<file path="src/rtl/escape_time_fractal_iterator_defines.svh">
// Assertion helpers shared by the escape-time iterator RTL.
`ifndef ESCAPE_TIME_FRACTAL_ITERATOR_DEFINES_SVH
`define ESCAPE_TIME_FRACTAL_ITERATOR_DEFINES_SVH

// Same-cycle implication, held off while reset is high.
`define ETF_ASSERT_IMPLY(label, clk, rst, ante, cons, msg) \
   label: assert property (@(posedge clk) disable iff (rst) (ante) |-> (cons)) \
      else $error(msg);

// Next-cycle implication, held off while reset is high.
`define ETF_ASSERT_NEXT(label, clk, rst, ante, cons, msg) \
   label: assert property (@(posedge clk) disable iff (rst) (ante) |=> (cons)) \
      else $error(msg);

`endif

</file>
<file path="src/rtl/etf_pkg.sv">
package etf_pkg;

   // Internal fixed point: signed Q.28 held in 40 bits
   localparam int INT_W  = 40;
   localparam int FRAC_W = 28;
   localparam int SUM_W  = INT_W + 1;

   // Multiplier operands carry 2*re, so one bit more than the internal width
   localparam int MUL_W  = INT_W + 1;
   localparam int HALF_W = 21;
   localparam int PP_W   = 2 * HALF_W;
   localparam int ACC_W  = 2 * MUL_W;
   localparam int MAG_W  = ACC_W - FRAC_W;

   typedef logic signed [INT_W-1:0] int_type;
   typedef logic signed [MUL_W-1:0] mul_op_type;

   localparam int_type SAT_MAX      = {1'b0, {(INT_W-1){1'b1}}};
   localparam int_type SAT_MIN      = {1'b1, {(INT_W-1){1'b0}}};
   localparam int_type ESCAPE_LIMIT = int_type'(4) <<< FRAC_W;

   // Clamp a sum that grew by one bit back into the internal range
   function automatic int_type sat_sum(input logic signed [SUM_W-1:0] v);
      int_type r;
      if (v > SUM_W'(SAT_MAX)) begin
         r = SAT_MAX;
      end else if (v < SUM_W'(SAT_MIN)) begin
         r = SAT_MIN;
      end else begin
         r = v[INT_W-1:0];
      end
      return r;
   endfunction

endpackage

</file>
<file path="src/rtl/etf_chan_if.sv">
interface etf_req_if #(
   parameter int COORD_WIDTH = 32
);
   logic                   valid;
   logic                   ready;
   logic [COORD_WIDTH-1:0] point_re;
   logic [COORD_WIDTH-1:0] point_im;

   modport source (output valid, output point_re, output point_im, input ready);
   modport sink   (input valid, input point_re, input point_im, output ready);
endinterface

interface etf_rsp_if #(
   parameter int COUNT_WIDTH = 16
);
   logic                   valid;
   logic                   ready;
   logic [COUNT_WIDTH-1:0] iteration_count;

   modport source (output valid, output iteration_count, input ready);
   modport sink   (input valid, input iteration_count, output ready);
endinterface

</file>
<file path="src/rtl/etf_mul.sv">
`include "escape_time_fractal_iterator_defines.svh"

// Signed Q.28 multiply, saturated to 40 bits. One 21x21 partial product per cycle.
module etf_mul import etf_pkg::*; (
   input  logic       clock,
   input  logic       reset,
   input  logic       start,
   input  mul_op_type op_a,
   input  mul_op_type op_b,
   output int_type    product,
   output logic       done
);

   logic             busy_ff, busy_in;
   logic             fin_ff, fin_in;
   logic [1:0]       step_ff, step_in;
   logic             neg_ff, neg_in;
   logic [MUL_W-1:0] mag_a_ff, mag_a_in;
   logic [MUL_W-1:0] mag_b_ff, mag_b_in;
   logic [ACC_W-1:0] acc_ff, acc_in;

   logic [HALF_W-1:0] part_a;
   logic [HALF_W-1:0] part_b;
   logic [PP_W-1:0]   pp;
   logic [ACC_W-1:0]  pp_aligned;
   logic [MAG_W-1:0]  mag;

   localparam logic [MAG_W-1:0] MAG_LIMIT = MAG_W'(SAT_MAX);

   always_comb begin
      part_a = step_ff[0] ? HALF_W'(mag_a_ff[MUL_W-1:HALF_W]) : mag_a_ff[HALF_W-1:0];
      part_b = step_ff[1] ? HALF_W'(mag_b_ff[MUL_W-1:HALF_W]) : mag_b_ff[HALF_W-1:0];
      pp     = PP_W'(part_a) * PP_W'(part_b);
      case (step_ff)
         2'b00:        pp_aligned = ACC_W'(pp);
         2'b01, 2'b10: pp_aligned = ACC_W'(pp) << HALF_W;
         default:      pp_aligned = ACC_W'(pp) << (2 * HALF_W);
      endcase
   end

   always_comb begin
      busy_in  = busy_ff;
      fin_in   = 1'b0;
      step_in  = step_ff;
      neg_in   = neg_ff;
      mag_a_in = mag_a_ff;
      mag_b_in = mag_b_ff;
      acc_in   = acc_ff;
      if (start) begin
         busy_in  = 1'b1;
         step_in  = '0;
         neg_in   = op_a[MUL_W-1] ^ op_b[MUL_W-1];
         mag_a_in = op_a[MUL_W-1] ? MUL_W'(-op_a) : MUL_W'(op_a);
         mag_b_in = op_b[MUL_W-1] ? MUL_W'(-op_b) : MUL_W'(op_b);
         acc_in   = '0;
      end else if (busy_ff) begin
         acc_in  = acc_ff + pp_aligned;
         step_in = step_ff + 2'd1;
         if (step_ff == 2'd3) begin
            busy_in = 1'b0;
            fin_in  = 1'b1;
         end
      end
   end

   always_ff @(posedge clock) begin
      if (reset) begin
         busy_ff <= 1'b0;
         fin_ff  <= 1'b0;
         step_ff <= '0;
      end else begin
         busy_ff <= busy_in;
         fin_ff  <= fin_in;
         step_ff <= step_in;
      end
      neg_ff   <= neg_in;
      mag_a_ff <= mag_a_in;
      mag_b_ff <= mag_b_in;
      acc_ff   <= acc_in;
   end

   // Drop the fraction bits (truncation toward zero on the magnitude), then sign and clamp
   always_comb begin
      mag = acc_ff[ACC_W-1:FRAC_W];
      if (mag > MAG_LIMIT) begin
         product = neg_ff ? SAT_MIN : SAT_MAX;
      end else if (neg_ff) begin
         product = -int_type'(mag[INT_W-1:0]);
      end else begin
         product = int_type'(mag[INT_W-1:0]);
      end
   end

   assign done = fin_ff;

   `ETF_ASSERT_IMPLY(a_start_when_free, clock, reset, start, !busy_ff && !fin_ff, "multiply started while busy")
   `ETF_ASSERT_NEXT(a_last_pass_finishes, clock, reset, busy_ff && step_ff == 2'd3, fin_ff && !busy_ff, "last partial product did not finish")
   `ETF_ASSERT_IMPLY(a_fin_not_busy, clock, reset, fin_ff, !busy_ff, "result flagged while still accumulating")

endmodule

</file>
<file path="src/rtl/escape_time_fractal_iterator.sv">
// Escape-time iterator for Mandelbrot and Julia sets. Each req_chan transaction
// carries one point (signed Q4.28); the block answers with one rsp_chan
// transaction holding the number of iterations of z = z^2 + c run before
// |z|^2 exceeds 4, capped at max_iterations (a cap of zero answers zero).
// fractal_mode 0 starts z at zero with c = point; mode 1 starts z at the point
// with c = (julia_c_re, julia_c_im). Internal values are Q.28 in 40 bits and
// saturate. Registers sit on the APB port at byte address 4*i (8*i when
// COORD_WIDTH exceeds 32): mode, max_iterations, julia_c_re, julia_c_im.
// Write them only while no point is in flight. The default cap is 100.
// Iteration time is set by the single shared 21x21 multiplier: each Q.28
// product takes four partial-product passes, and each iteration needs three
// products (re^2, im^2, 2*re*im). req_chan.ready is high only between points;
// a finished count waits in the output register, so the next point may be
// taken while the previous count is still pending.
`include "escape_time_fractal_iterator_defines.svh"

module escape_time_fractal_iterator import etf_pkg::*; #(
   parameter int COORD_WIDTH = 32,
   parameter int COUNT_WIDTH = 16,
   localparam int DATA_W  = (COORD_WIDTH > 32) ? 64 : 32,
   localparam int IDX_LSB = (COORD_WIDTH > 32) ? 3 : 2,
   localparam int ADDR_W  = IDX_LSB + 2
) (
   input  logic              clock,
   input  logic              reset,
   etf_req_if.sink           req_chan,
   etf_rsp_if.source         rsp_chan,
   input  logic              psel,
   input  logic              penable,
   input  logic              pwrite,
   input  logic [ADDR_W-1:0] paddr,
   input  logic [DATA_W-1:0] pwdata,
   output logic [DATA_W-1:0] prdata,
   output logic              pready
);

   localparam int EXT_W = (COORD_WIDTH > INT_W) ? COORD_WIDTH : INT_W;
   localparam logic signed [EXT_W-1:0] EXT_MAX = EXT_W'(SAT_MAX);
   localparam logic signed [EXT_W-1:0] EXT_MIN = EXT_W'(SAT_MIN);

   localparam logic [1:0] REG_MODE     = 2'd0;
   localparam logic [1:0] REG_MAX_ITER = 2'd1;
   localparam logic [1:0] REG_C_RE     = 2'd2;
   localparam logic [1:0] REG_C_IM     = 2'd3;

   typedef enum logic [1:0] {
      S_IDLE,
      S_MUL,
      S_CHECK,
      S_DONE
   } state_type;

   typedef enum logic [1:0] {
      OP_SQ_RE,
      OP_SQ_IM,
      OP_CROSS
   } op_type;

   // Sign-extend a coordinate, then clamp into the internal range
   function automatic int_type coord_sat(input logic [COORD_WIDTH-1:0] raw);
      logic signed [EXT_W-1:0] ext;
      int_type r;
      ext = EXT_W'(signed'(raw));
      if (ext > EXT_MAX) begin
         r = SAT_MAX;
      end else if (ext < EXT_MIN) begin
         r = SAT_MIN;
      end else begin
         r = ext[INT_W-1:0];
      end
      return r;
   endfunction

   // ---------------------------------------------------------------
   // Configuration registers
   // ---------------------------------------------------------------
   logic                   mode_ff;
   logic [COUNT_WIDTH-1:0] max_iter_ff;
   logic [COORD_WIDTH-1:0] c_re_ff;
   logic [COORD_WIDTH-1:0] c_im_ff;
   logic [1:0]             csr_idx;
   logic                   csr_write;

   assign pready    = 1'b1;
   assign csr_idx   = paddr[ADDR_W-1:IDX_LSB];
   assign csr_write = psel && penable && pwrite;

   always_ff @(posedge clock) begin
      if (reset) begin
         mode_ff     <= 1'b0;
         max_iter_ff <= COUNT_WIDTH'(100);
         c_re_ff     <= '0;
         c_im_ff     <= '0;
      end else if (csr_write) begin
         case (csr_idx)
            REG_MODE:     mode_ff     <= pwdata[0];
            REG_MAX_ITER: max_iter_ff <= pwdata[COUNT_WIDTH-1:0];
            REG_C_RE:     c_re_ff     <= pwdata[COORD_WIDTH-1:0];
            REG_C_IM:     c_im_ff     <= pwdata[COORD_WIDTH-1:0];
            default: ;
         endcase
      end
   end

   always_comb begin
      case (csr_idx)
         REG_MODE:     prdata = DATA_W'(mode_ff);
         REG_MAX_ITER: prdata = DATA_W'(max_iter_ff);
         REG_C_RE:     prdata = DATA_W'(signed'(c_re_ff));
         REG_C_IM:     prdata = DATA_W'(signed'(c_im_ff));
         default:      prdata = '0;
      endcase
   end

   // ---------------------------------------------------------------
   // Iteration datapath and sequencer
   // ---------------------------------------------------------------
   state_type              state_ff, state_in;
   op_type                 op_ff, op_in;
   logic                   mul_start_ff, mul_start_in;
   logic [COUNT_WIDTH-1:0] count_ff, count_in;
   int_type                zr_ff, zr_in;
   int_type                zi_ff, zi_in;
   int_type                cr_ff, cr_in;
   int_type                ci_ff, ci_in;
   int_type                r2_ff, r2_in;
   int_type                i2_ff, i2_in;
   logic                   rsp_valid_ff, rsp_valid_in;
   logic [COUNT_WIDTH-1:0] rsp_count_ff, rsp_count_in;

   mul_op_type mul_a;
   mul_op_type mul_b;
   int_type    mul_product;
   logic       mul_done;
   int_type    point_re;
   int_type    point_im;
   int_type    mag2;
   int_type    re_diff;
   logic       req_take;
   logic       rsp_free;

   assign point_re = coord_sat(COORD_WIDTH'(req_chan.point_re));
   assign point_im = coord_sat(COORD_WIDTH'(req_chan.point_im));
   assign req_take = req_chan.valid && req_chan.ready;
   assign rsp_free = !rsp_valid_ff || rsp_chan.ready;

   // |z|^2 for the escape test and the real-part difference, both clamped
   assign mag2    = sat_sum(SUM_W'(r2_ff) + SUM_W'(i2_ff));
   assign re_diff = sat_sum(SUM_W'(r2_ff) - SUM_W'(i2_ff));

   // Operand select for the shared multiplier; the cross term doubles re
   always_comb begin
      case (op_ff)
         OP_SQ_RE: begin
            mul_a = MUL_W'(zr_ff);
            mul_b = MUL_W'(zr_ff);
         end
         OP_SQ_IM: begin
            mul_a = MUL_W'(zi_ff);
            mul_b = MUL_W'(zi_ff);
         end
         OP_CROSS: begin
            mul_a = {zr_ff, 1'b0};
            mul_b = MUL_W'(zi_ff);
         end
         default: begin
            mul_a = '0;
            mul_b = '0;
         end
      endcase
   end

   etf_mul u_mul (
      .clock   (clock),
      .reset   (reset),
      .start   (mul_start_ff),
      .op_a    (mul_a),
      .op_b    (mul_b),
      .product (mul_product),
      .done    (mul_done)
   );

   always_comb begin
      state_in     = state_ff;
      op_in        = op_ff;
      mul_start_in = 1'b0;
      count_in     = count_ff;
      zr_in        = zr_ff;
      zi_in        = zi_ff;
      cr_in        = cr_ff;
      ci_in        = ci_ff;
      r2_in        = r2_ff;
      i2_in        = i2_ff;
      rsp_valid_in = rsp_valid_ff && !rsp_chan.ready;
      rsp_count_in = rsp_count_ff;

      case (state_ff)
         S_IDLE: begin
            // Load the start point and constant, then square z
            if (req_take) begin
               count_in     = '0;
               op_in        = OP_SQ_RE;
               mul_start_in = 1'b1;
               state_in     = S_MUL;
               if (mode_ff) begin
                  zr_in = point_re;
                  zi_in = point_im;
                  cr_in = coord_sat(c_re_ff);
                  ci_in = coord_sat(c_im_ff);
               end else begin
                  zr_in = '0;
                  zi_in = '0;
                  cr_in = point_re;
                  ci_in = point_im;
               end
            end
         end
         S_MUL: begin
            if (mul_done) begin
               case (op_ff)
                  OP_SQ_RE: begin
                     r2_in        = mul_product;
                     op_in        = OP_SQ_IM;
                     mul_start_in = 1'b1;
                  end
                  OP_SQ_IM: begin
                     i2_in    = mul_product;
                     state_in = S_CHECK;
                  end
                  OP_CROSS: begin
                     // New imaginary part uses the old real part; advance z together
                     zi_in        = sat_sum(SUM_W'(mul_product) + SUM_W'(ci_ff));
                     zr_in        = sat_sum(SUM_W'(re_diff) + SUM_W'(cr_ff));
                     count_in     = count_ff + 1'b1;
                     op_in        = OP_SQ_RE;
                     mul_start_in = 1'b1;
                  end
                  default: begin
                     state_in = S_IDLE;
                  end
               endcase
            end
         end
         S_CHECK: begin
            if (mag2 <= ESCAPE_LIMIT && count_ff < max_iter_ff) begin
               op_in        = OP_CROSS;
               mul_start_in = 1'b1;
               state_in     = S_MUL;
            end else begin
               state_in = S_DONE;
            end
         end
         S_DONE: begin
            // Hold the count until the output register frees up
            if (rsp_free) begin
               rsp_valid_in = 1'b1;
               rsp_count_in = count_ff;
               state_in     = S_IDLE;
            end
         end
         default: begin
            state_in = S_IDLE;
         end
      endcase
   end

   always_ff @(posedge clock) begin
      if (reset) begin
         state_ff     <= S_IDLE;
         op_ff        <= OP_SQ_RE;
         mul_start_ff <= 1'b0;
         rsp_valid_ff <= 1'b0;
      end else begin
         state_ff     <= state_in;
         op_ff        <= op_in;
         mul_start_ff <= mul_start_in;
         rsp_valid_ff <= rsp_valid_in;
      end
      count_ff     <= count_in;
      zr_ff        <= zr_in;
      zi_ff        <= zi_in;
      cr_ff        <= cr_in;
      ci_ff        <= ci_in;
      r2_ff        <= r2_in;
      i2_ff        <= i2_in;
      rsp_count_ff <= rsp_count_in;
   end

   assign req_chan.ready           = (state_ff == S_IDLE);
   assign rsp_chan.valid           = rsp_valid_ff;
   assign rsp_chan.iteration_count = rsp_count_ff;

   `ETF_ASSERT_IMPLY(a_count_capped, clock, reset, state_ff != S_IDLE, count_ff <= max_iter_ff, "iteration count passed the cap")
   `ETF_ASSERT_NEXT(a_accept_starts_mul, clock, reset, req_take, mul_start_ff && state_ff == S_MUL, "accepted point did not start a multiply")
   `ETF_ASSERT_IMPLY(a_done_in_mul, clock, reset, mul_done, state_ff == S_MUL && !mul_start_ff, "multiplier result outside the multiply phase")

endmodule

</file>
<file path="src/flat_wrapper.sv">
// flat-port wrapper written by rule: the top's interface ports become plain ports
module escape_time_fractal_iterator_flat import etf_pkg::*;
#(
   parameter int COORD_WIDTH = 32,
   parameter int COUNT_WIDTH = 16,
   localparam int DATA_W  = (COORD_WIDTH > 32) ? 64 : 32,
   localparam int IDX_LSB = (COORD_WIDTH > 32) ? 3 : 2,
   localparam int ADDR_W  = IDX_LSB + 2
)
  (clock, reset, psel, penable, pwrite, paddr, pwdata, prdata, pready, req_chan_valid, req_chan_point_re, req_chan_point_im, req_chan_ready, rsp_chan_valid, rsp_chan_iteration_count, rsp_chan_ready);
  etf_req_if #(.COORD_WIDTH(COORD_WIDTH)) req_chan_i ();
  etf_rsp_if #(.COUNT_WIDTH(COUNT_WIDTH)) rsp_chan_i ();
  input  logic clock;
  input  logic reset;
  input  logic psel;
  input  logic penable;
  input  logic pwrite;
  input  logic [ADDR_W-1:0] paddr;
  input  logic [DATA_W-1:0] pwdata;
  output logic [DATA_W-1:0] prdata;
  output logic pready;
  input wire logic [$bits(req_chan_i.valid)-1:0] req_chan_valid;
  input wire logic [$bits(req_chan_i.point_re)-1:0] req_chan_point_re;
  input wire logic [$bits(req_chan_i.point_im)-1:0] req_chan_point_im;
  output wire logic [$bits(req_chan_i.ready)-1:0] req_chan_ready;
  output wire logic [$bits(rsp_chan_i.valid)-1:0] rsp_chan_valid;
  output wire logic [$bits(rsp_chan_i.iteration_count)-1:0] rsp_chan_iteration_count;
  input wire logic [$bits(rsp_chan_i.ready)-1:0] rsp_chan_ready;
  assign req_chan_i.valid = req_chan_valid;
  assign req_chan_i.point_re = req_chan_point_re;
  assign req_chan_i.point_im = req_chan_point_im;
  assign req_chan_ready = req_chan_i.ready;
  assign rsp_chan_valid = rsp_chan_i.valid;
  assign rsp_chan_iteration_count = rsp_chan_i.iteration_count;
  assign rsp_chan_i.ready = rsp_chan_ready;
  escape_time_fractal_iterator #(.COORD_WIDTH(COORD_WIDTH), .COUNT_WIDTH(COUNT_WIDTH)) u_core (.clock(clock), .reset(reset), .req_chan(req_chan_i), .rsp_chan(rsp_chan_i), .psel(psel), .penable(penable), .pwrite(pwrite), .paddr(paddr), .pwdata(pwdata), .prdata(prdata), .pready(pready));
endmodule
</file>
<file path="config.mk">
export PLATFORM = sky130hd
export DESIGN_NAME = escape_time_fractal_iterator_flat
export DESIGN_NICKNAME = d
export VERILOG_FILES = /design/src/rtl/etf_pkg.sv /design/src/rtl/etf_chan_if.sv /design/src/rtl/etf_mul.sv /design/src/rtl/escape_time_fractal_iterator.sv /design/src/flat_wrapper.sv
export VERILOG_INCLUDE_DIRS = /design/src /design/src/rtl
export SDC_FILE = /design/constraint.sdc
export NUM_CORES = 2
export LEC_CHECK = 0
export ABC_AREA = 1
export BUFFER_PORTS_ARGS = -buffer_cell sky130_fd_sc_hd__buf_2
export CAP_MARGIN = 30
export CORE_ASPECT_RATIO = 1.1
export CORE_MARGIN = 2
export CORE_UTILIZATION = 40
export CTS_CLUSTER_DIAMETER = 80
export DETAILED_ROUTE_END_ITERATION = 16
export GPL_TIMING_DRIVEN = 0
export PLACE_DENSITY_LB_ADDON = 0.08
export SYNTH_ARGS = -nofsm -noshare
export SYNTH_HDL_FRONTEND = slang
export SYNTH_SLANG_ARGS = --single-unit
</file>
<file path="constraint.sdc">
create_clock -name clock -period 29.8 [get_ports clock]
set_input_delay 4.47 -clock clock [delete_from_list [all_inputs] [get_ports clock]]
set_output_delay 4.47 -clock clock [all_outputs]
set_load 0.02 [all_outputs]
</file>
Word-level counts from Yosys, hierarchy flattened
Cells that the tools add are included.
{"block": "word_totals", "register_bits": 528, "inputBits": 107, "out_inout_bits": 51, "word_cells": 170}
{"block": "op_classes", "n_addsub": 10, "mul": 1, "order_cmp": 19, "n_eq_ne": 18, "mux": 65, "bitwise": 2, "reduce_logical": 30}
{"cell": "40-bit 2-to-1 mux", "count": 31}
{"cell": "41-bit by 40-bit greater-than comparator with 1-bit output (second input constant)", "count": 4}
{"cell": "41-bit by 40-bit < comparator with 1-bit output (second input constant)", "count": 4}
{"cell": "82-bit case mux with 2 select lines", "count": 1}
{"cell": "32-bit by 40-bit greater-than comparator with 1-bit output (second input constant)", "count": 4}
{"cell": "32-bit by 40-bit < comparator with 1-bit output (second input constant)", "count": 4}
{"cell": "40-bit case mux with 2 select lines", "count": 2}
{"cell": "32-bit case mux with 4 select lines", "count": 1}
{"cell": "40-bit by 40-bit adder with 41-bit output", "count": 3}
{"cell": "41-bit case mux with 3 select lines", "count": 1}
{"cell": "82-bit adder", "count": 1}
{"cell": "41-bit negator", "count": 2}
{"cell": "41-bit case mux with 2 select lines", "count": 1}
{"cell": "54-bit by 39-bit greater-than comparator with 1-bit output (second input constant)", "count": 1}
{"cell": "16-bit 2-to-1 mux", "count": 3}
{"cell": "21-bit by 21-bit multiplier with 42-bit output", "count": 1}
{"cell": "21-bit 2-to-1 mux", "count": 2}
{"cell": "40-bit by 40-bit subtractor with 41-bit output", "count": 1}
{"cell": "40-bit by 32-bit less-or-equal comparator with 1-bit output (second input constant)", "count": 1}
{"cell": "40-bit negator", "count": 1}
{"cell": "16-bit case mux with 2 select lines", "count": 1}
{"cell": "16-bit by 1-bit adder with 16-bit output (second input constant)", "count": 1}
{"cell": "16-bit < comparator", "count": 1}
{"cell": "2-bit == test (second input constant)", "count": 7}
{"cell": "other kinds (25)", "count": 66}

Logic depth before layout (Yosys ltp)
{"block": "depth", "word_depth": 11, "ltp_mapped": 52, "ltp_nobuf": 50}

Cells and area by module
Synthesis repeated with hierarchy kept, for this count alone.
{"block": "unflattened", "cells_unflattened": 7976, "area_unflattened_um2": 57014.7}
{"module": "etf_mul", "instances": 1, "cells_each": 4554, "area_each_um2": 31457.7, "seq_area_each_um2": 4214.0}
{"module": "escape_time_fractal_iterator", "instances": 1, "cells_each": 3422, "area_each_um2": 25557.0, "seq_area_each_um2": 9429.0}

Least setup slack after synthesis
Ideal clock, no wire load.
{"block": "synth_path", "path_kind": "input to register", "from": "input port req_chan_valid", "to": "register u_core.count_ff[0] (enable)", "setup_ns": 0.583, "arrival_ns": 12.095, "required_ns": 29.217, "path_slack_ns": 17.122, "stages": 4, "n_path_buf": 0, "path_cell_list": "inv_1 -> nor2_1 -> inv_1 -> a21oi_1"}
{"block": "synth_via", "elab_chain_len": 3}
{"element": "start, declared", "line": "flat_wrapper.sv:22", "rtl": "input wire logic [$bits(req_chan_i.valid)-1:0] req_chan_valid;"}
{"element": "1-bit logical AND", "line": "escape_time_fractal_iterator.sv:144", "rtl": "assign req_take = req_chan.valid && req_chan.ready;"}
{"element": "2-bit inequality test (no line)"}
{"element": "4-bit AND reduction (no line)"}
{"element": "end signal, assigned", "line": "escape_time_fractal_iterator.sv:279", "rtl": "count_ff <= count_in;"}
{"element": "end, declared", "line": "escape_time_fractal_iterator.sv:121", "rtl": "logic [COUNT_WIDTH-1:0] count_ff, count_in;"}
No other way between the ends.
A chain may end at the register's enable or synchronous reset.

Final worst setup path
{"block": "layout_path", "from": "register u_core.u_mul.step_ff[1]", "to": "register u_core.u_mul.acc_ff[63]"}
{"block": "layout_via", "elab_chain_len": 4, "elab_cells_between_ends": 8, "cone_classes": "add/sub: 1; mul: 1; eq/ne: 2; mux: 2; reduce/logical: 2"}
{"element": "start, declared", "line": "etf_mul.sv:16", "rtl": "logic [1:0] step_ff, step_in;"}
{"element": "start signal, assigned", "line": "etf_mul.sv:74", "rtl": "step_ff <= step_in;"}
{"element": "21-bit 2-to-1 mux (tied with other cells)", "line": "etf_mul.sv:32", "rtl": "part_b = step_ff[1] ? HALF_W'(mag_b_ff[MUL_W-1:HALF_W]) : mag_b_ff[HALF_W-1:0];"}
{"element": "21-bit by 21-bit multiplier with 42-bit output / 2-bit OR reduction (equally long branches)", "line": "etf_mul.sv:33, etf_mul.sv:34"}
{"element": "82-bit case mux with 2 select lines *", "line": "etf_mul.sv:34", "rtl": "case (step_ff)"}
{"element": "82-bit adder *", "line": "etf_mul.sv:57", "rtl": "acc_in = acc_ff + pp_aligned;"}
{"element": "end signal, assigned", "line": "etf_mul.sv:79", "rtl": "acc_ff <= acc_in;"}
{"element": "end, declared", "line": "etf_mul.sv:20", "rtl": "logic [ACC_W-1:0] acc_ff, acc_in;"}
Mark *: on every way between the ends. The rest lies on a longest branch, timed or not.

==> flow_metrics.py <==
metrics = {
    "hold_path": {
        "hold_path.class": "register to register",
        "min_from": "u_core.max_iter_ff[7]",
        "min_path_cells": 2,
        "min_to": "u_core.max_iter_ff[7]",
    },
    "cts": {
        "root_buffer": "clkbuf_16",
        "clockBufferDepth": 3,
        "clk_pin_slew_worst_paths_ps": 60,
        "cts.sink_count": 512,
        "cts_buffers": 67,
        "post_cts_resized": 0,
        "clk_latency_ps": 710,
        "cts_setup_buffers": 0,
        "ctsHtreeMaxLevel": 3,
        "cts_hold_buf": 0,
        "cts_tree": "done",
    },
    "worst_setup_path": {
        "r2r-start": "u_core.u_mul.step_ff[1]",
        "required_ps": 30440,
        "crit_path_start_kind": "register",
        "cp_slowest_cell": "o21ai_0",
        "rrSetupSlack_ps": 16760,
        "crit_type": "register to register",
        "r2r_end": "u_core.u_mul.acc_ff[63]",
        "r2r_cells": 41,
        "setup.worst_path.end_class": "register",
        "cpMostUsedCell": "inv_1",
        "critPathArrivalTime_ps": 13680,
        "slowest_delay_ps": 810,
        "crit_fanout": 10,
    },
    "timing": {
        "max_freq_mhz": 76.7,
        "period_needed_ps": 13040,
        "finalSetupViolations": 0,
        "drv_slew": 0,
        "whs_ps": 509,
        "period_share_pct": 43.7,
        "final_hold_viol_count": 0,
        "fin_skew_ps": 70.7,
        "rsz0062_at_grt": "no",
        "tightestPinTransition_ps": 1180,
        "layout_setup_ws_ps": 16760,
        "finalSetupTns_ps": 0,
        "max_slew_margin_pct": 21.2,
    },
    "grt": {
        "grt_pass1_vias": 52400,
        "grt_usage_pct": 33.5,
        "grt_max_degree": 70,
        "grt_pass1_wl_um": 346000,
        "antenna_found_initial": 12,
        "overflow": 0,
    },
    "die": {
        "core_um2": 138000,
        "initial_core_util_pct": 40.1,
        "rows": 143,
        "die_h_um": 394,
        "io_pins": 158,
        "dieArea_um2": 141000,
        "fp.dieW_um": 358,
    },
    "route": {
        "first_pass_iters": 6,
        "drc": 0,
        "dr_total_vias": 52500,
        "viasPerCell": 5.39,
        "wl_per_cell_um": 24.4,
        "ant_nets": 0,
        "wl_um": 238000,
        "dr.first_iter.drc_count": 4437,
    },
    "synthesis": {
        "yosysMostFrequentCell": "nand2_1",
        "synth-edff-count": 339,
        "syn_nets": 8502,
        "yosys-top-cells-area": "edfxtp_1, fa_1, ha_1, nand2_1, inv_1",
        "synth_cells": 7614,
        "avgSynthCellArea_um2": 7.25,
        "synth_warnings": 0,
        "syn_area_um2": 55200,
        "synth_flop_cell": "edfxtp_1",
        "synth_common_cells": "nand2_1, inv_1, nor2_1",
        "ys_seq_elements": 512,
        "async_flop_share_pct": 0,
        "yosysTopAreaCell": "edfxtp_1",
        "yosysTopAreaCellShare_pct": 18.4,
        "ys_seq_area_share_pct": 24.7,
        "yosys.cell_types.count": 68,
    },
    "layout": {
        "synthToLayoutAreaGrowth_pct": 10.8,
        "seq_area_um2": 13600,
        "fillers": 14500,
        "drive_above_1_share_pct": 6.41,
        "fin_area_um2": 61200,
        "multi_input_comb_area_um2": 35600,
        "final_nets": 8765,
    },
    "placement": {
        "place_ws_ps": 16920,
        "gp_congestion": 1.01,
        "hpwl_um": 204000,
        "port_buffers": 154,
        "placed_cell_area_um2": 58800,
    },
    "outcome": {
        "status": "finished clean",
    },
    "flow_run": {
        "drv_cap": 0,
    },
}
kinds of logic (layout without fill, tap and decap cells):
| kind of cell | after synthesis | in the layout | synth area share, % |
|---|---|---|---|
| AO/OA/AOI/OAI | 1549 | 1549 | 15.9 |
| XOR/XNOR | 271 | 271 | 4.30 |
| other | 2 | 9 | 0.0136 |
| flip-flops | 512 | 512 | 24.7 |
| buffers and inverters | 1589 | 1903 | 11.0 |
| multiplexers | 13 | 13 | 0.256 |
| AND/OR/NAND/NOR | 2897 | 2897 | 21.2 |
| adder cells (fa/ha/maj) | 781 | 781 | 22.6 |
state kept, by name (all words and copies together) (netlist names), 2 cells and up:
name	cells
u_core.zr_ff	40
u_core.u_mul.acc_ff	82
u_core.rsp_chan.iteration_count	16
u_core.u_mul.mag_b_ff	41
u_core.u_mul.mag_a_ff	41
u_core.i2_ff	40
u_core.u_mul.step_ff	2
u_core.count_ff	16
u_core.max_iter_ff	16
u_core.cr_ff	32
u_core.op_ff	2
u_core.r2_ff	40
u_core.zi_ff	40
u_core.state_ff	2
u_core.ci_ff	32
u_core.c_im_ff	32
u_core.c_re_ff	32
worst max-delay path: cells and delay by family, from the launching register on:
family / cells / cell delay [ps]
fa+ha+maj: 9 / 4500
xor+xnor: 2 / 830
simple gates: 7 / 1710
buf+inv: 11 / 2200
flops: 1 / 420
compound gates: 12 / 3290
layout make-up:
cell class	count	area share (%)
tap	1812	3.70
clock inverter	41	0.991
multi-input combinational	5513	58.2
sequential	512	22.3
inverter	1349	8.27
timing repair buffer	194	2.07
buffer	240	1.65
clock buffer	79	2.83
antenna	7	0.0286
cell usage in the layout, fill, tap and decap left out, types with 172 or more instances in the layout:
master and count:
nand2_1 1385, inv_1 1293, nor2_1 1075, a21oi_1 476
o21ai_0 465, ha_1 418, fa_1 363, edfxtp_1 339
buf_2 222, nand3_1 203, o21ai_1 177, clkbuf_1 174
dfxtp_1 172
worst max path at each step:
stage	startpoint	end	slack, ps	cells past startpoint
floorplan	req_chan_valid	u_core.count_ff[0]	17120	4
global placement	req_chan_valid	u_core.count_ff[13]	13510	5
detailed placement	u_core.u_mul.step_ff[1]	u_core.u_mul.acc_ff[63]	16920	43
CTS	u_core.u_mul.step_ff[1]	u_core.u_mul.acc_ff[63]	16860	43
global route	u_core.u_mul.step_ff[1]	u_core.u_mul.acc_ff[63]	16030	43
finish	u_core.u_mul.step_ff[1]	u_core.u_mul.acc_ff[63]	16760	41
stage by stage:
step	instances	utilization (%)
global placement	9580	42.4
detailed placement	9619	42.8
global route	9740	44.5
floorplan	7614	-
finish	9747	44.5
CTS	9739	44.5
metal layers:
layer	vias to the layer above	GRT usage [%]	part of all wire (%)
met5	-	0	0.030
met4	10	18.1	6.2
met3	396	4.13	5.5
met2	1705	55.5	47
met1	25200	42.3	41
li1	25200	-	-
Power is left out: the tool's default activity adds up to more than one toggle a clock period on the data nets, which glitch-free logic cannot reach.
